**config.mk**
```make
export PLATFORM = sky130hd
export DESIGN_NAME = tdrm_front
export DESIGN_NICKNAME = d
export VERILOG_FILES = /design/src/rtl/core/tx_descriptor_ring_manager_macros.svh /design/src/rtl/core/tdrm_pkg.sv /design/src/rtl/core/tdrm_front.sv
export SDC_FILE = /design/constraint.sdc
export NUM_CORES = 1
export LEC_CHECK = 0
export ABC_AREA = 1
export ABC_CLOCK_PERIOD_IN_PS = 4300
export BUFFER_PORTS_ARGS = -buffer_cell sky130_fd_sc_hd__buf_2
export CAP_MARGIN = 20
export CELL_PAD_IN_SITES_DETAIL_PLACEMENT = 1
export CELL_PAD_IN_SITES_GLOBAL_PLACEMENT = 1
export CORE_AREA = 5 5 146 148
export DETAILED_ROUTE_END_ITERATION = 8
export DIE_AREA = 0 0 151 153
export PLACE_DENSITY = 0.85
export SYNTH_ARGS = -nofsm -noshare
export SYNTH_HDL_FRONTEND = slang
export SYNTH_SLANG_ARGS = --single-unit
```
**constraint.sdc**
```tcl
create_clock -name vclk -period 4.3
set_input_delay 0.43 -clock vclk [all_inputs]
set_output_delay 0.43 -clock vclk [all_outputs]
set_load 0.03 [all_outputs]
```
**src/rtl/core/tx_descriptor_ring_manager_macros.svh**
```systemverilog
// ----------------------------------------------------------------------------
// tx descriptor ring manager assertion macros
// implication checks used by the ring manager core
// ----------------------------------------------------------------------------
`ifndef TX_DESCRIPTOR_RING_MANAGER_MACROS_SVH
`define TX_DESCRIPTOR_RING_MANAGER_MACROS_SVH
`ifndef NO_ASSERTIONS
`define TDRM_ASSERT_IMP(label, clk, rst, ante, cons) \
   label: assert property (@(posedge clk) disable iff (rst) (ante) |-> (cons)) \
      else $error("tdrm check failed");
`define TDRM_ASSERT_NXT(label, clk, rst, ante, cons) \
   label: assert property (@(posedge clk) disable iff (rst) (ante) |=> (cons)) \
      else $error("tdrm check failed");
`else
`define TDRM_ASSERT_IMP(label, clk, rst, ante, cons)
`define TDRM_ASSERT_NXT(label, clk, rst, ante, cons)
`endif
`endif

```
**src/rtl/core/tdrm_pkg.sv**
```systemverilog
// ----------------------------------------------------------------------------
// tdrm_pkg
// shared types and constants of the transmit descriptor ring manager
// ----------------------------------------------------------------------------
package tdrm_pkg;

   localparam logic [1:0] KIND_SEND  = 2'd0;
   localparam logic [1:0] KIND_DONE  = 2'd1;
   localparam logic [1:0] KIND_CLEAN = 2'd2;

   localparam int MAX_RESULTS = 64;
   localparam logic [31:0] NS_PER_SEC = 32'd1000000000;

   typedef enum logic [2:0] {
      ST_SENT      = 3'd0,
      ST_NO_SPACE  = 3'd1,
      ST_BAD_QUEUE = 3'd2,
      ST_RECLAIMED = 3'd3,
      ST_NOTHING   = 3'd4
   } status_type;

   typedef enum logic [1:0] {
      OP_SEND,
      OP_BAD_QUEUE,
      OP_DONE,
      OP_CLEAN
   } op_type;

   typedef enum logic [2:0] {
      B_IDLE,
      B_EXEC,
      B_DIV,
      B_EMIT,
      B_CQ,
      B_CRD,
      B_CCHK,
      B_FLUSH
   } back_state_type;

   typedef struct packed {
      logic [1:0]  kind;
      logic        queue;
      logic [7:0]  packet_id;
      logic [63:0] buffer_addr;
      logic [11:0] buffer_offset;
      logic [13:0] length;
      logic [63:0] launch_time;
      logic [5:0]  done_index;
      logic [31:0] writeback_time;
   } req_type;

   typedef struct packed {
      status_type  status;
      logic [5:0]  desc_index;
      logic [63:0] dma_address;
      logic [24:0] launch_slot;
      logic [5:0]  tail_index;
      logic [7:0]  reclaimed_id;
      logic [31:0] dma_time;
      logic        last;
   } rsp_type;

   typedef struct packed {
      op_type      op;
      logic        queue;
      logic [7:0]  packet_id;
      logic [63:0] dma_address;
      logic [63:0] launch_time;
      logic [5:0]  done_index;
      logic [31:0] writeback_time;
   } cmd_type;

endpackage

```
**src/rtl/core/tdrm_front.sv**
```systemverilog
// ----------------------------------------------------------------------------
// tdrm_front
// accepts request items, classifies them and forms the command
// ----------------------------------------------------------------------------
module tdrm_front #(
   parameter int RING_DEPTH  = 64,
   parameter int QUEUE_COUNT = 2
) (
   input  logic              req_valid,
   output logic              req_stall,
   input  tdrm_pkg::req_type req_data,
   input  logic              fifo_full,
   output logic              fifo_push,
   output tdrm_pkg::cmd_type fifo_cmd
);

   logic keep;
   logic queue_ok;

   always_comb begin
      queue_ok                = 32'(req_data.queue) < QUEUE_COUNT;
      fifo_cmd.op             = tdrm_pkg::OP_CLEAN;
      fifo_cmd.queue          = req_data.queue;
      fifo_cmd.packet_id      = req_data.packet_id;
      fifo_cmd.dma_address    = req_data.buffer_addr + 64'(req_data.buffer_offset);
      fifo_cmd.launch_time    = req_data.launch_time;
      fifo_cmd.done_index     = req_data.done_index;
      fifo_cmd.writeback_time = req_data.writeback_time;
      keep                    = 1'b0;
      case (req_data.kind)
         tdrm_pkg::KIND_SEND: begin
            fifo_cmd.op = queue_ok ? tdrm_pkg::OP_SEND : tdrm_pkg::OP_BAD_QUEUE;
            keep        = 1'b1;
         end
         tdrm_pkg::KIND_DONE: begin
            fifo_cmd.op = tdrm_pkg::OP_DONE;
            keep        = queue_ok && (32'(req_data.done_index) < RING_DEPTH);
         end
         tdrm_pkg::KIND_CLEAN: begin
            fifo_cmd.op = tdrm_pkg::OP_CLEAN;
            keep        = 1'b1;
         end
         default: begin
            keep = 1'b0;
         end
      endcase
   end

   assign req_stall = fifo_full;
   assign fifo_push = req_valid && !fifo_full && keep;

endmodule

```
After elaboration in Yosys (flattened, before gate mapping)
Index checks and enable logic that the tools add are counted.
{ "classes": {"add_sub_neg": 1, "n_eq_ne": 2, "mux": 2, "n_reduce_logical": 5} }
{ "ops": {"columns": ["operator", "count"], "rows": [
  ["$add 64x12->64", 1],
  ["$pmux 2 s2", 1],
  ["$reduce_or 3->1", 1],
  ["$eq 2x1->1 const B", 1],
  ["$eq 2x2->1 const B", 1],
  ["$logic_and 1x1->1", 2],
  ["$logic_not 2->1", 1],
  ["$logic_not 1->1", 1],
  ["$mux 1", 1]
]} }
{ "totals": {"register_bits": 0, "in_bits": 205, "output_inout_bits": 179, "elab_cells": 10} }

Logic depth before layout (Yosys ltp)
{ "depth": {"word_depth": 4, "mapped_depth": 13} }

Least setup slack after synthesis
No wires, ideal clock.
{ "synth_path": {"path_type": "in2out", "from": "input port req_data[116] (netlist name)", "to": "output port fifo_cmd[114] (netlist name)", "arrival_time_ns": 2.130, "t_required_ns": 3.870, "path_slack_ns": 1.740, "stages": 9, "n_path_buf": 0, "cell_sequence": "ha_1 fa_1 nand3_1 nand3_2 nand2_1 nand2_1 nand2_1 nand2_1 xor2_1"} }
{ "synth_rtl": {"columns": ["item", "line_no", "source"], "rows": [
  ["from (decl)", "tdrm_front.sv:11", "input tdrm_pkg::req_type req_data,"],
  ["to (decl)", "tdrm_front.sv:14", "output tdrm_pkg::cmd_type fifo_cmd"]
]} }

==> out/qor.yml <==
status: "completed"
maxCapViolCount: 0
synth.largest_area_cell: "nand2_1"
regArea_um2: 0
crit_arrival_ns: 2.64
peakVddDrop_v: 0.0000401
finalWirelength_mm: 17.7
die_width_um: 151
cp_top_family: "simple AND/OR/NAND/NOR gates"
yosysWarnings: 0
relSlewSlack_pct: 62.1
drtIter0Drc: 133
antenna_left: 0
yosys-top-cells-count: "nand2_1 (243), buf_4 (112), inv_1 (81)"
ios: 384
drc: 0
syn_nets: 927
worstSetupStartpointType: "primary input"
total_leakage_power_nw: 2.14
tns_ns: 0
final_area_um2: 3980
achievable-frequency_mhz: 326
grt_pass1_wl_mm: 26.0
setup_ws_ns: 1.23
pre_cts_ws_ns: 1.18
avgSynthCellArea_um2: 5.28
first_pass_iters: 4
required_ns: 3.87
fin_crit_sh_pct: 71.4
place_congestion: 0.948
crit_chain: "buf_2 > ha_1 > fa_1 > nand3_1 > nand3_2 > nand2_1 > nand2_1 > nand2_1 > nand2_1 > nand2_2 > inv_1 > nand3_1 > nand2_1 > buf_2"
synthTopCellsByArea: "nand2_1 (24%), buf_4 (22%), inv_1 (8.1%), nor2_1 (7.3%), nand3_1 (6.3%)"
tightest_slew_ns: 0.562
area_growth_pct: 6.45
nFlopsAndLatches: 0
crit_fanout: 5
period_needed_ns: 3.07
synth_cell_type_count: 28
nets: 964
gr-total-overflow: 0
maxSlewViolCount: 0
hold_path.class: "primary input to primary output"
synth_top_area_share_pct: 24.4
timing.hold.ws_ns: 0.860
postSynthCellCount: 709
rsz0062_at_grt: "false"
cts-resized-gates: 0
post_cts_buffers: 0
crit_type: "primary input to primary output"
netlist_area_um2: 3740
fp.dieH_um: 153
fill_cells: 2686
port_buffers: 148
initial_core_util_pct: 18.8
grt_util_all_layers_pct: 14.4
placed_cells: 1014
drive_gt1_share_pct: 23.9
dp_hpwl_mm: 16.3
fin_total_pwr_mw: 0.442
ys_seq_area_share_pct: 0
fp-row-count: 52
p_per_area_nw_per_um2: 111
dpl-instance-area_um2: 3980
slowest_delay_ns: 0.50
vias: 4550
antenna_found_initial: 6
wire_per_inst_um: 17.4
grt_pass1_vias: 4737
vias_per_cell: 4.47
hold_violations: 0
core_area_um2: 19900
grt_max_degree: 9
crit_top_cell: "nand2_1"
slowest_stage: "fa_1"
cts_hold_buf: 0
path_buf_inv: 3
finish.utilization_pct: 20.0
die_area_um2: 23100
clkbuf_count: 0
final_cells: 1017
synth.most_common_cell: "nand2_1"
setup-violations-final: 0
endpoint_kind: "primary output"
-- cell usage in the layout, fill, tap and decap left out --
cell      count
o21ai_0       3
diode_2       3
nor2_1       73
nor3_4        2
nor3_1        8
nor2_2        9
nor2_4        1
inv_2         4
inv_1        81
nor3b_1       2
o21ai_1       2
nand2_2       6
nand3b_1     18
xnor2_1       6
fa_1          1
nand2_1     243
or2_2         1
a21oi_1       7
ha_1         12
nand3_1      47
or2_1         2
nor3_2        1
buf_2       148
o21ai_2       1
nand4_4       1
nand4_1      35
nand3_2       4
xor2_1       26
-- layer usage --
metal	up-vias	track usage, %	wire length [um]
met5	-	0	41
met4	6	7.43	1090
met3	84	2.87	1130
met2	161	26.4	8610
met1	2098	15.5	6780
li1	2201	-	-
-- cell type report --
cell class | count | area, um2 | area share, %
multi-input cells | 511 | 2580 | 64.7
repair buffers | 148 | 741 | 18.6
well taps | 270 | 338 | 8.48
inverters | 85 | 319 | 8.01
diodes | 3 | 7.51 | 0.189
-- power breakdown --
group / switching [mW] / internal [mW] / total, mW / leakage [nW]
sequential: 0 / 0 / 0 / 0
combinational: 0.317 / 0.126 / 0.442 / 2.14
clock: 0 / 0.0000000933 / 0.0000000933 / 0.0000190
total: 0.317 / 0.126 / 0.442 / 2.14
-- cells by family after synthesis --
group	after synthesis	share of synthesized area, %
adder cells (fa/ha/maj)	13	4.55
XOR/XNOR	32	7.49
AO/OA/AOI/OAI	13	1.84
AND/OR/NAND/NOR	453	55.0
buffers and inverters	198	31.1
-- path summary, 6_finish.rpt --
path                          start            end  slack (ns)  cells past startpoint
worst min-delay path   req_data[13]   fifo_cmd[13]        0.86                      0
worst max-delay path  req_data[116]  fifo_cmd[138]        1.23                     14
(Power assumes the default switching activity.)
