`config.mk`:
```
export PLATFORM = sky130hd
export DESIGN_NAME = tdrm_cmd_fifo
export DESIGN_NICKNAME = d
export VERILOG_FILES = /design/src/rtl/core/tx_descriptor_ring_manager_macros.svh /design/src/rtl/core/tdrm_pkg.sv /design/src/rtl/core/tdrm_cmd_fifo.sv
export SDC_FILE = /design/constraint.sdc
export NUM_CORES = 1
export LEC_CHECK = 0
export ABC_CLOCK_PERIOD_IN_PS = 13500
export BUFFER_PORTS_ARGS = -buffer_cell sky130_fd_sc_hd__buf_2
export CAP_MARGIN = 5
export CORE_MARGIN = 4
export CORE_UTILIZATION = 35
export CTS_CLUSTER_SIZE = 30
export DETAILED_ROUTE_END_ITERATION = 16
export REMOVE_ABC_BUFFERS = 1
export SLEW_MARGIN = 30
export SYNTH_ARGS = -nofsm -noshare
export SYNTH_HDL_FRONTEND = slang
export SYNTH_SLANG_ARGS = --single-unit
```
`constraint.sdc`:
```
create_clock -name clock -period 13.5 [get_ports clock]
set_input_delay 0 -clock clock [delete_from_list [all_inputs] [get_ports clock]]
set_output_delay 0 -clock clock [all_outputs]
set_load 0.01 [all_outputs]
```
`src/rtl/core/tx_descriptor_ring_manager_macros.svh`:
```
// ----------------------------------------------------------------------------
// tx descriptor ring manager assertion macros
// implication checks used by the ring manager core
// ----------------------------------------------------------------------------
`ifndef TX_DESCRIPTOR_RING_MANAGER_MACROS_SVH
`define TX_DESCRIPTOR_RING_MANAGER_MACROS_SVH
`ifndef NO_ASSERTIONS
`define TDRM_ASSERT_IMP(label, clk, rst, ante, cons) \
   label: assert property (@(posedge clk) disable iff (rst) (ante) |-> (cons)) \
      else $error("tdrm check failed");
`define TDRM_ASSERT_NXT(label, clk, rst, ante, cons) \
   label: assert property (@(posedge clk) disable iff (rst) (ante) |=> (cons)) \
      else $error("tdrm check failed");
`else
`define TDRM_ASSERT_IMP(label, clk, rst, ante, cons)
`define TDRM_ASSERT_NXT(label, clk, rst, ante, cons)
`endif
`endif

```
`src/rtl/core/tdrm_pkg.sv`:
```
// ----------------------------------------------------------------------------
// tdrm_pkg
// shared types and constants of the transmit descriptor ring manager
// ----------------------------------------------------------------------------
package tdrm_pkg;

   localparam logic [1:0] KIND_SEND  = 2'd0;
   localparam logic [1:0] KIND_DONE  = 2'd1;
   localparam logic [1:0] KIND_CLEAN = 2'd2;

   localparam int MAX_RESULTS = 64;
   localparam logic [31:0] NS_PER_SEC = 32'd1000000000;

   typedef enum logic [2:0] {
      ST_SENT      = 3'd0,
      ST_NO_SPACE  = 3'd1,
      ST_BAD_QUEUE = 3'd2,
      ST_RECLAIMED = 3'd3,
      ST_NOTHING   = 3'd4
   } status_type;

   typedef enum logic [1:0] {
      OP_SEND,
      OP_BAD_QUEUE,
      OP_DONE,
      OP_CLEAN
   } op_type;

   typedef enum logic [2:0] {
      B_IDLE,
      B_EXEC,
      B_DIV,
      B_EMIT,
      B_CQ,
      B_CRD,
      B_CCHK,
      B_FLUSH
   } back_state_type;

   typedef struct packed {
      logic [1:0]  kind;
      logic        queue;
      logic [7:0]  packet_id;
      logic [63:0] buffer_addr;
      logic [11:0] buffer_offset;
      logic [13:0] length;
      logic [63:0] launch_time;
      logic [5:0]  done_index;
      logic [31:0] writeback_time;
   } req_type;

   typedef struct packed {
      status_type  status;
      logic [5:0]  desc_index;
      logic [63:0] dma_address;
      logic [24:0] launch_slot;
      logic [5:0]  tail_index;
      logic [7:0]  reclaimed_id;
      logic [31:0] dma_time;
      logic        last;
   } rsp_type;

   typedef struct packed {
      op_type      op;
      logic        queue;
      logic [7:0]  packet_id;
      logic [63:0] dma_address;
      logic [63:0] launch_time;
      logic [5:0]  done_index;
      logic [31:0] writeback_time;
   } cmd_type;

endpackage

```
`src/rtl/core/tdrm_cmd_fifo.sv`:
```
// ----------------------------------------------------------------------------
// tdrm_cmd_fifo
// two-entry command queue between the front and back parts
// ----------------------------------------------------------------------------
module tdrm_cmd_fifo (
   input  logic              clock,
   input  logic              reset,
   input  logic              push,
   input  tdrm_pkg::cmd_type push_cmd,
   output logic              full,
   input  logic              pop,
   output logic              empty,
   output tdrm_pkg::cmd_type head
);

   tdrm_pkg::cmd_type entry_ff [2];
   logic              wr_ptr_ff, wr_ptr_in;
   logic              rd_ptr_ff, rd_ptr_in;
   logic [1:0]        count_ff, count_in;

   always_comb begin
      wr_ptr_in = wr_ptr_ff ^ push;
      rd_ptr_in = rd_ptr_ff ^ pop;
      count_in  = count_ff + 2'(push) - 2'(pop);
   end

   always_ff @(posedge clock) begin
      if (reset) begin
         wr_ptr_ff <= 1'b0;
         rd_ptr_ff <= 1'b0;
         count_ff  <= 2'd0;
      end else begin
         wr_ptr_ff <= wr_ptr_in;
         rd_ptr_ff <= rd_ptr_in;
         count_ff  <= count_in;
      end
   end

   always_ff @(posedge clock) begin
      if (push) begin
         entry_ff[wr_ptr_ff] <= push_cmd;
      end
   end

   assign full  = count_ff == 2'd2;
   assign empty = count_ff == 2'd0;
   assign head  = entry_ff[rd_ptr_ff];

endmodule

```
* Yosys cells after proc, flatten, opt, wreduce, memory -nomap -nowiden
Memory sizes are Yosys's and may differ from the RTL's. A register that Yosys moved wholly into a read port is not among the register bits.
Cells that the tools add are included.
** Storage, ports and cells
- Output and inout bits :: 179
- Word-level logic and storage cells :: 13
- Memories kept :: 1
- Flip-flop bits (word level) :: 4
- Input port bits :: 181
- RAM bits :: 354
** Memory list
- entry_ff :: words 2, width 177, rd ports 1, clocked after memory_dff 1, wr ports 1, RTL line tdrm_cmd_fifo.sv:16 : tdrm_pkg::cmd_type entry_ff [2];
** Operators by class
- Muxes and demuxes :: 3
- Add/subtract/negate cells :: 2
- Bitwise gates (word level) :: 2
- Reductions and logical operators :: 1
- Equality and inequality tests :: 1
** Operators with widths (count)
- 1-bit two-way mux :: 3
- 2-bit by 1-bit adder with 2-bit output :: 1
- 2-bit equality test, second input constant :: 1
- 2-bit zero test :: 1
- 2-bit by 1-bit subtractor with 2-bit output :: 1
- 1-bit XOR :: 2

* Depth between registers and ports, before layout
- Depth after elaboration :: 2
- Mapped depth :: 6
- Gate-level depth less buffers :: 6

* Least setup slack after synthesis
No wires, ideal clock.
- Path kind :: register to register
- From :: register wr_ptr_ff
- To :: memory entry_ff[0][0] in the netlist's numbering, enable pin
- Library setup time :: 0.560 ns
- Arrival time :: 4.444 ns
- Period minus slack after synthesis :: 5.004 ns
- Required time :: 12.940 ns
- Cell stages (with the launch flop) :: 3
- Slack :: 8.496 ns
- Path buffers :: 0
- Path through :: dfxtp_1 -> inv_1 -> ha_1
** RTL lines
- start, declared :: RTL line tdrm_cmd_fifo.sv:17 : logic wr_ptr_ff, wr_ptr_in;
- start signal, assigned :: RTL line tdrm_cmd_fifo.sv:33 : wr_ptr_ff <= wr_ptr_in;
- end, declared :: RTL line tdrm_cmd_fifo.sv:16
Straight into the memory's write port.

==> results.md <==
- The tree is rooted in a clkbuf_16.
- Setup repair after global routing left no endpoint under its margin.
- The multi-input gate area in the final layout is 2510 um2.
- Hold repair after CTS inserted 182 buffers.
- Across the run, the number of max-cap violations was 0.
- The worst setup path is launched from a register.
- The leakage dissipation is 7.31 nW.
- The total iterations of the first detailed-routing run is 6.
- The die area is 41500 um2.
- Clock-pin slew was measured on the worst setup and hold paths at 0.06 ns.
- The half-perimeter wire length after placement is 19.1 mm.
- The final-stage net count is 1327.
- The synthesized cell area is 13400 um2.
- The top cell types in the final layout, fill and taps aside, are 359 x buf_2, 354 x edfxtp_1, 182 x dlygate4sd3_1, 101 x mux2_4, 76 x mux2_2.
- The first global-routing pass estimated 44.7 mm of wire.
- For this configuration, the core starts out at a cell density of 35.5%.
- Setup violations remaining at the end of the flow were counted as 0.
- Of the cells placed in the final design, the portion with a size suffix greater than 1 is 51.6%.
- In this run the remaining antenna-violating nets after routing total 0.
- The startpoint identified for the worst hold timing path is push_cmd[9].
- The synthesized netlist devotes 0.233% of its cell area to XOR and XNOR gates.
- Post-CTS repair changed the size of 0 cells.
- Global routing finished with a remaining overflow of 0.
- After detailed routing, the number of remaining DRC violations is 0.
- The share of synthesized cell area in and, or, nand and nor gates is 0.205%.
- The final total negative setup slack is 0 ns.
- The final weighted congestion of routability-driven global placement is 0.799.
- Summing the areas of all compound-gate instances in the mapped netlist gives 0% of the synthesized area.
- The number of warnings reported in the yosys synthesis log is 0.
- The worst register-to-register path has a depth of 3.
- For the final database, setup skew stands at 0.00647 ns.
- The fraction of synthesized area in multiplexers is 17.7%.
- Along the worst hold path, the cell count comes to 2.
- Relative to the synthesized area, the layout overhead comes to 40.7%.
- Across every metal layer, demand over resource in global routing totals 13.8%.
- The placeable core region is 37800 um2.
- In this run the tool buffered the top-level ports with 359 buffer cells.
- The routed wirelength normalized by instance count is 17.6 um.
- The cell count after synthesis came out at 570.
- The hold violation count in the final report is 0.
- After detailed routing, the total wire length is 29.6 mm.
- The pin slew with the least headroom to its limit is 0.961 ns.
- Of all nets on the critical path, the largest fanout is 56.
- Clock latency on the worst-skew pair, taken at its later pin, is 0.53 ns.
- The peak supply drop is 0.000100 V.
- The netlist uses 12 different library cells.
- Data arrives at the worst endpoint at 3.50 ns.
- The shortest clock period the worst path allows after layout is 3.50 ns.
- The area taken by flip-flops and latches is 10700 um2.
- The worst setup path is captured at an output port.
- The power density over the cells is 143 nW/um2.
- The path with the worst hold slack has its endpoint at entry_ff[1][9].
- Entering global routing, the biggest net connects 69 pins.
- The number of vias per cell is 4.33.
- The slack of the worst reg-to-reg path is 11.24 ns.
- The number of global-route vias before repair is 8025.
- After synthesis, the cell types taking the most area are edfxtp_1 79%, mux2_4 11%, mux2_2 6.4%.
- The width of the die is 204 um.
- After floorplanning, the core was divided into 71 placement rows.
- The achievable frequency is 0.286 GHz.
- The portion of the clock cycle consumed by the worst path in the final layout is 25.9%.
- The clock tree from TritonCTS is done.
- The beginning of the worst register-to-register path is wr_ptr_ff.
- The height of the die is 204 um.
- Headroom to the max-slew limit came out at 35.9%.
- The worst hold-check path type is in2reg.
- Summing the sequential cell areas from Yosys gives 79.9% of the chip area.
- The mean post-synth cell area is 23.5 um2.
- The number of max-slew violations in the final report came to 0.
- Leaving out fill and tap cells, the most frequent cell in the layout is buf_2.
- By area, the combinational part of the netlist is dominated by multiplexers.
- The H-tree depth is 2.
- The number of antenna violations at the first check in global routing is 1.
- The count of state elements after synthesis is 358.
- The required time at the endpoint of the critical path is 13.50 ns.
- The critical path in this run is classified as reg2out.
- The capture point of the worst reg-to-reg path is entry_ff[0][64].
- 360 I/O pins were placed.
- The flow ran to the end, and the final reports show no timing, DRC or antenna violations.
- Summed over all instances, the cell type with the most area after synthesis is edfxtp_1.
- Summing the areas of all fa, ha and maj instances in the mapped netlist gives 0.374% of the synthesized area.
- The worst hold slack across all endpoints is 0.193 ns.
- The maximum count of clock buffers along a single path is 3.
- Counting the buffers created by CTS gives 40.
- The number of fill cells is 3121.
- In this run the biggest area consumer among cell types represents 79.3% of the synthesized area.
- The DRC marker count from the first detailed-route iteration is 313.
- The clock sink total is 358.
- The number of setup buffers added after CTS is 0.
- The final route contains 7286 vias.
[registers in the layout, summed over array words and instances (netlist names)]
signal,count
count_ff,2
entry_ff,354
rd_ptr_ff,1
wr_ptr_ff,1
[logic make-up (layout without fill, tap and decap cells)]
logic type    after synthesis  after routing
xor+xnor                    2              2
fa+ha+maj                   4              4
buf+inv                    23            625
mux                       177            177
simple gates                6              6
flops                     358            358
other cells                 0              1
[worst max path at each step]
| stage | to | slack [ns] | depth (start not counted) | start |
|---|---|---|---|---|
| after floorplan | head[0] | 7.13 | 1 | rd_ptr_ff |
| after global placement | head[172] | 10.54 | 4 | rd_ptr_ff |
| after detailed placement | head[172] | 10.51 | 4 | rd_ptr_ff |
| after CTS | head[172] | 9.90 | 4 | rd_ptr_ff |
| after global routing | head[172] | 9.80 | 4 | rd_ptr_ff |
| final | head[169] | 10.00 | 4 | rd_ptr_ff |
[power by group]
group / total, mW / internal [mW] / switching (mW)
Combinational: 0.339 / 0.182 / 0.157
Clock: 1.03 / 0.618 / 0.415
Sequential: 1.32 / 1.30 / 0.0218
[per-layer routing]
| metal | global-route usage, % | vias to the layer above | part of all wire [%] |
|---|---|---|---|
| met5 | 0 | - | 0 |
| met4 | 5.40 | 0 | 2.7 |
| met3 | 4.10 | 55 | 6.3 |
| met2 | 24.0 | 238 | 51 |
| met1 | 16.1 | 3569 | 40 |
| li1 | - | 3424 | - |
[synthesized netlist by cell type]
cell / n
ha_1: 4
dfxtp_1: 4
mux2_4: 101
nor2_1: 4
xnor3_1: 1
edfxtp_1: 354
nor2b_1: 2
xnor2_1: 1
buf_6: 15
mux2_2: 76
inv_1: 3
buf_2: 5
[stage by stage]
stage	total power [mW]	setup slack, ns	util [%]	instance area (um2)	std cells
3_5_place_dp	1.64	10.51	41.6	15700	1427
6_report	2.69	10.00	49.9	18900	1684
2_1_floorplan	1.55	7.13	-	13200	550
5_1_grt	2.81	9.80	49.9	18900	1684
3_3_place_gp	1.64	10.54	41.6	15700	1427
4_1_cts	2.73	9.90	49.8	18800	1681
[area by class of cell]
class	instances	area share (%)
antenna	1	0.0133
timing repair buffer	550	19.8
sequential	358	56.8
clock buffer	52	5.66
inverter	3	0.0597
clock inverter	20	1.00
tap	511	3.39
multi-input combinational	189	13.3
[worst max-delay path, cell delays in order, from the launching register on]
cell	delay (ns)
dfxtp_4	0.73
buf_4	0.81
buf_4	0.71
mux2_2	0.42
buf_2	0.14
Power figures use the tool's default switching activity.
