**src/rtl/core/tx_descriptor_ring_manager_macros.svh**
```systemverilog
// ----------------------------------------------------------------------------
// tx descriptor ring manager assertion macros
// implication checks used by the ring manager core
// ----------------------------------------------------------------------------
`ifndef TX_DESCRIPTOR_RING_MANAGER_MACROS_SVH
`define TX_DESCRIPTOR_RING_MANAGER_MACROS_SVH
`ifndef NO_ASSERTIONS
`define TDRM_ASSERT_IMP(label, clk, rst, ante, cons) \
   label: assert property (@(posedge clk) disable iff (rst) (ante) |-> (cons)) \
      else $error("tdrm check failed");
`define TDRM_ASSERT_NXT(label, clk, rst, ante, cons) \
   label: assert property (@(posedge clk) disable iff (rst) (ante) |=> (cons)) \
      else $error("tdrm check failed");
`else
`define TDRM_ASSERT_IMP(label, clk, rst, ante, cons)
`define TDRM_ASSERT_NXT(label, clk, rst, ante, cons)
`endif
`endif

```
**src/rtl/core/tdrm_pkg.sv**
```systemverilog
// ----------------------------------------------------------------------------
// tdrm_pkg
// shared types and constants of the transmit descriptor ring manager
// ----------------------------------------------------------------------------
package tdrm_pkg;

   localparam logic [1:0] KIND_SEND  = 2'd0;
   localparam logic [1:0] KIND_DONE  = 2'd1;
   localparam logic [1:0] KIND_CLEAN = 2'd2;

   localparam int MAX_RESULTS = 64;
   localparam logic [31:0] NS_PER_SEC = 32'd1000000000;

   typedef enum logic [2:0] {
      ST_SENT      = 3'd0,
      ST_NO_SPACE  = 3'd1,
      ST_BAD_QUEUE = 3'd2,
      ST_RECLAIMED = 3'd3,
      ST_NOTHING   = 3'd4
   } status_type;

   typedef enum logic [1:0] {
      OP_SEND,
      OP_BAD_QUEUE,
      OP_DONE,
      OP_CLEAN
   } op_type;

   typedef enum logic [2:0] {
      B_IDLE,
      B_EXEC,
      B_DIV,
      B_EMIT,
      B_CQ,
      B_CRD,
      B_CCHK,
      B_FLUSH
   } back_state_type;

   typedef struct packed {
      logic [1:0]  kind;
      logic        queue;
      logic [7:0]  packet_id;
      logic [63:0] buffer_addr;
      logic [11:0] buffer_offset;
      logic [13:0] length;
      logic [63:0] launch_time;
      logic [5:0]  done_index;
      logic [31:0] writeback_time;
   } req_type;

   typedef struct packed {
      status_type  status;
      logic [5:0]  desc_index;
      logic [63:0] dma_address;
      logic [24:0] launch_slot;
      logic [5:0]  tail_index;
      logic [7:0]  reclaimed_id;
      logic [31:0] dma_time;
      logic        last;
   } rsp_type;

   typedef struct packed {
      op_type      op;
      logic        queue;
      logic [7:0]  packet_id;
      logic [63:0] dma_address;
      logic [63:0] launch_time;
      logic [5:0]  done_index;
      logic [31:0] writeback_time;
   } cmd_type;

endpackage

```
**src/rtl/core/tdrm_launch_div.sv**
```systemverilog
// ----------------------------------------------------------------------------
// tdrm_launch_div
// launch slot unit: time mod one second, two bits a cycle, then 32 ns units
// ----------------------------------------------------------------------------
module tdrm_launch_div (
   input  logic        clock,
   input  logic        reset,
   input  logic        start,
   input  logic [63:0] launch_time,
   output logic        done,
   output logic [24:0] launch_slot
);

   localparam int STEPS = 32;
   localparam logic [31:0] NS_X2 = 32'd2000000000;
   localparam logic [31:0] NS_X3 = 32'd3000000000;

   logic [29:0] rem_ff, rem_in;
   logic [63:0] t_ff, t_in;
   logic [4:0]  cnt_ff, cnt_in;
   logic        busy_ff, busy_in;
   logic        done_ff, done_in;
   logic [31:0] v;

   always_comb begin
      v       = {rem_ff, t_ff[63:62]};
      rem_in  = rem_ff;
      t_in    = t_ff;
      cnt_in  = cnt_ff;
      busy_in = busy_ff;
      done_in = done_ff;
      if (start) begin
         rem_in  = '0;
         t_in    = launch_time;
         cnt_in  = '0;
         busy_in = 1'b1;
         done_in = 1'b0;
      end else if (busy_ff) begin
         if (v >= NS_X3) begin
            rem_in = 30'(v - NS_X3);
         end else if (v >= NS_X2) begin
            rem_in = 30'(v - NS_X2);
         end else if (v >= tdrm_pkg::NS_PER_SEC) begin
            rem_in = 30'(v - tdrm_pkg::NS_PER_SEC);
         end else begin
            rem_in = 30'(v);
         end
         t_in   = {t_ff[61:0], 2'b00};
         cnt_in = cnt_ff + 5'd1;
         if (cnt_ff == 5'(STEPS - 1)) begin
            busy_in = 1'b0;
            done_in = 1'b1;
         end
      end
   end

   always_ff @(posedge clock) begin
      if (reset) begin
         busy_ff <= 1'b0;
         done_ff <= 1'b0;
      end else begin
         busy_ff <= busy_in;
         done_ff <= done_in;
      end
   end

   always_ff @(posedge clock) begin
      rem_ff <= rem_in;
      t_ff   <= t_in;
      cnt_ff <= cnt_in;
   end

   assign done        = done_ff;
   assign launch_slot = rem_ff[29:5];

endmodule

```
**config.mk**
```make
export PLATFORM = sky130hd
export DESIGN_NAME = tdrm_launch_div
export DESIGN_NICKNAME = d
export VERILOG_FILES = /design/src/rtl/core/tx_descriptor_ring_manager_macros.svh /design/src/rtl/core/tdrm_pkg.sv /design/src/rtl/core/tdrm_launch_div.sv
export SDC_FILE = /design/constraint.sdc
export NUM_CORES = 1
export LEC_CHECK = 0
export BUFFER_PORTS_ARGS = -buffer_cell sky130_fd_sc_hd__buf_4
export CORE_ASPECT_RATIO = 1.5
export CORE_UTILIZATION = 47
export CTS_BUF_LIST = sky130_fd_sc_hd__clkbuf_4 sky130_fd_sc_hd__clkbuf_8
export DETAILED_ROUTE_END_ITERATION = 16
export PLACE_DENSITY = 0.72
export SETUP_SLACK_MARGIN = 0.2
export SLEW_MARGIN = 20
export SYNTH_ARGS = -nofsm -noshare
export SYNTH_HDL_FRONTEND = slang
export SYNTH_SLANG_ARGS = --single-unit
```
**constraint.sdc**
```tcl
create_clock -name clock -period 2.7 [get_ports clock]
set_input_delay 0.405 -clock clock [delete_from_list [all_inputs] [get_ports clock]]
set_output_delay 0.405 -clock clock [all_outputs]
set_load 0.05 [all_outputs]
```
* Word-level counts from Yosys, hierarchy flattened
Cells that the tools add are included.
** Storage, ports and cells
- Bits in registers :: 101
- Input bits :: 67
- Output and inout bits :: 26
** Operators by class
- Add/sub/neg operators :: 4
- $lt $le $gt $ge :: 3
- Eq/ne operators :: 1
- Muxes and demuxes :: 8
- Reduce and logical (&&, ||, !) cells :: 3
** Operators with widths (count)
- 2-to-1 mux 64 bit :: 2
- 2-to-1 mux 30 bit :: 3
- subtractor 30 bit (second input constant) :: 3
- greater-or-equal comparator 32 x 30 -> 1 bit (second input constant) :: 1
- greater-or-equal comparator 32 x 31 -> 1 bit (second input constant) :: 1
- greater-or-equal comparator 32 bit (second input constant) :: 1
- adder 5 x 1 -> 5 bit (second input constant) :: 1
- == test 5 bit (second input constant) :: 1
- 2-to-1 mux 1 bit :: 3
- AND reduction 2 bit :: 1
- nonzero test 2 bit :: 1
- OR reduction 2 bit :: 1

* Depth between registers and ports, before layout
- Depth after elaboration :: 4
- Gate-level depth with buffers :: 12
- Mapped depth without buffers :: 10

* Worst setup path before layout
Ideal clock, no wire load.
- Kind :: register -> register
- Start :: register rem_ff[8]
- End :: register rem_ff[21]
- Arrival :: 2.680 ns
- Path slack :: -0.066 ns
- Cell stages (with the launch flop) :: 11
- Buffers on the path :: 0
- Clock period less this slack :: 2.766 ns
- Path through :: dfxtp_1 inv_1 ha_1 a2111oi_1 nor4b_1 o21ai_1 a21oi_1 and4_2 o31ai_1 nand2_1 a211oi_1
** Between the ends
- Word-level cells in the longest chain between the ends :: 4
- Elaborated cells on any way between the ends :: 9
- Those cells by class :: 3 x add/sub; 3 x order compare; 3 x mux
** RTL lines
- start: declaration :: line tdrm_launch_div.sv:18 : logic [29:0] rem_ff, rem_in;
- start signal: assignment :: line tdrm_launch_div.sv:68 : rem_ff <= rem_in;
- subtractor 30 bit or greater-or-equal comparator 32 x 30 -> 1 bit (tied branches) :: line tdrm_launch_div.sv:44, tdrm_launch_div.sv:43
- 2-to-1 mux 30 bit :: line tdrm_launch_div.sv:43 : end else if (v >= tdrm_pkg::NS_PER_SEC) begin
- 2-to-1 mux 30 bit :: line tdrm_launch_div.sv:41 : end else if (v >= NS_X2) begin
- 2-to-1 mux 30 bit * :: line tdrm_launch_div.sv:39 : if (v >= NS_X3) begin
Mark *: on every way between the ends. The rest lies on a longest branch, timed or not.
A chain may end at the register's enable or synchronous reset.

* Worst setup path after layout
- Start :: register rem_ff[4]
- End :: register rem_ff[16]
The elaborated chain is that of the path after synthesis.

==> impl_metrics.env <==
export IMPL_max_vdd_ir_drop_uv=378
export IMPL_n_antenna_cell=0
export IMPL_io_buffers=92
export IMPL_min_period_ps=2620
export IMPL_avgSynthCellArea_um2=10.7
export IMPL_vias=5004
export IMPL_synth_edf_count=64
export IMPL_grt_pass1_wl_mm=25.1
export IMPL_ys_ff_latch=101
export IMPL_die_area_um2=13100
export IMPL_cts_buffer_depth=2
export IMPL_fin_util=0.642
export IMPL_crit_fanout=6
export IMPL_hold_buffers=0
export IMPL_place_congestion=0.922
export IMPL_synth_top_family_by_area="compound AO/OA/AOI/OAI gates"
export IMPL_nFillCells=1000
export IMPL_ys_async_sr_fraction=0
export IMPL_grt_pass1_vias=5000
export IMPL_drc=0
export IMPL_rsz0062_at_grt="yes"
export IMPL_synth_main_ff_cell="edfxtp_1"
export IMPL_setup_ws_ps=79.6
export IMPL_htree_levels=3
export IMPL_routed_wl_mm=16.3
export IMPL_ys_seq_area_frac=0.450
export IMPL_root_buffer="clkbuf_8"
export IMPL_cts_tree="built"
export IMPL_clkLatencyLatePin_ps=370
export IMPL_min_period_over_period=0.971
export IMPL_dp_cells=805
export IMPL_yosysWarnings=0
export IMPL_syn_inst=555
export IMPL_worstSetupStartpointType="register"
export IMPL_coreArea_um2=12100
export IMPL_fmax_ghz=0.382
export IMPL_antenna_found_initial=0
export IMPL_hold_viol=0
export IMPL_p_total_mw=3.73
export IMPL_hold_class="in -> reg"
export IMPL_required_ps=2990
export IMPL_tightest_slew_ps=634
export IMPL_crit_path_end_kind="register"
export IMPL_drive_gt1_frac=0.511
export IMPL_fin_hold_ws_ps=172
export IMPL_track_usage=0.250
export IMPL_netlist_area_um2=5920
export IMPL_leakagePower_nw=3.02
export IMPL_synthSimpleGateAreaFrac=0.130
export IMPL_synth_compound_area_frac=0.153
export IMPL_powerDensity_nw_per_um2=478
export IMPL_muxShareOfSynthArea=0.140
export IMPL_synth_xor_area_share=0.0222
export IMPL_max_cap_viol_count=0
export IMPL_grt_start_max_net_pins=61
export IMPL_slew_viol_final=0
export IMPL_yosysUniqueCellTypes=74
export IMPL_rows=49
export IMPL_wl_per_cell_um=19.1
export IMPL_final_cell_mix="173 x buf_4, 64 x edfxtp_1, 62 x mux2_2"
export IMPL_worstSetupPathType="reg -> reg"
export IMPL_final_nets=768
export IMPL_initial_core_util=0.488
export IMPL_synth_adder_area_share=0.0190
export IMPL_drt_initial_drc_count=273
export IMPL_cts_sinks=101
export IMPL_io_pins=93
export IMPL_ant_nets=0
export IMPL_die_w_um=93.7
export IMPL_outcome="complete, no violations"
export IMPL_firstDrtPassIters=5
export IMPL_dp_slack_ps=-60.4
export IMPL_maxSlewHeadroom=0.578
export IMPL_fp_dieH_um=139
export IMPL_clkTransAtPathRegs_ps=110
export IMPL_fin_skew_ps=11.7
export IMPL_setup_viol=0
export IMPL_grt_ovfl_total=0
export IMPL_syn_num_nets=631
export IMPL_instances_no_fill=850
export IMPL_hpwlAfterDp_mm=11.4
export IMPL_area_delta_synth_final_pct=31.6
export IMPL_via_per_inst=5.89
export IMPL_cts_buffers=9
export IMPL_crit_arrival_ps=2910
export IMPL_layout_commonest_cell="buf_4"
-- stage by stage --
stage               area, um^2  TNS [ps]
floorplan                 5950         0
global placement          6910     -55.0
detailed placement        6910      -118
CTS                       7400         0
global route              7790     -32.3
finish                    7790         0
-- Yosys cell counts (all sizes together), types with 2 or more instances --
master    n  area, um^2
edfxtp   64        1920
mux2     62         698
nor2     57         216
dfxtp    37         741
buf      35         246
nand2    34         128
clkbuf   33         231
a21oi    23         119
o21ai    17        92.6
a211oi   13        97.6
mux2i    13         130
a31oi    12        75.1
nand3    10        50.1
xnor2    10        87.6
ha        9         113
inv       9        33.8
nor3      9        45.0
a21o      8        60.1
o211ai    8        60.1
or4       7        63.8
and2      6        38.8
nand4     6        37.5
and3      5        38.8
nand2b    5        31.3
xor2      5        43.8
a221oi    4        58.8
a311oi    4        35.0
nor4      4        40.0
o21a      4        30.0
o21bai    4        30.0
o22ai     4        25.0
a2111oi   3        28.8
a31o      3        26.3
o31ai     3        22.5
a2111o    2        22.5
a21boi    2        15.0
a221o     2        21.3
or3       2        13.8
-- final cells by class --
cell class	count	area, um^2	area share
tap	153	191	0.0246
sequential	101	2690	0.345
inverter	9	33.8	0.00434
multi-input combinational	377	3140	0.403
timing repair buffer	194	1540	0.198
clock buffer	9	124	0.0159
clock inverter	7	73.8	0.00947
-- what timing repair did --
item / in CTS / in global routing
buffers inserted: 18 / 11
pin swaps: 40 / 31
gates resized for setup: 38 / 68
setup endpoints to repair: 21 / 20
-- registers in the layout, summed over array words and instances, names as in the netlist --
signal	cells
t_ff	64
rem_ff	30
done	1
cnt_ff	5
busy_ff	1
-- critical path, cell delays in order (launching register included) --
cell,delay [ps]
dfxtp_2,340
or4_4,540
nor4_4,150
buf_4,200
a31oi_4,110
a21o_4,260
or4_1,490
a31oi_2,160
xnor2_1,80
a211oi_1,210
-- power breakdown --
| part | switching (mW) | internal (mW) |
|---|---|---|
| clock | 0.607 | 0.365 |
| sequential | 0.0671 | 1.80 |
| combinational | 0.477 | 0.411 |
| total | 1.15 | 2.57 |
-- metal layers --
metal  vias to the layer above  wire (um)  share of wire  track usage
met5                         -          0              0            0
met4                         0        790          0.049        0.137
met3                        61        820          0.050       0.0525
met2                       200       8540           0.53        0.439
met1                      2428       6100           0.38        0.276
li1                       2315          -              -            -
-- worst paths after layout --
| path | from | to | slack [ps] | cells past startpoint |
|---|---|---|---|---|
| max | rem_ff[4] | rem_ff[16] | 80 | 9 |
| min | reset | busy_ff | 170 | 2 |
| max reg2reg | rem_ff[4] | rem_ff[16] | 80 | 9 |
| min reg2reg | cnt_ff[4] | cnt_ff[4] | 520 | 2 |
-- cell families after synthesis --
kind of cell,count (synthesis)
buf+inv,77
fa+ha+maj,9
compound gates,125
flops,101
xor+xnor,15
simple gates,153
mux,75
Note: power is estimated with default switching activity, not from simulation.
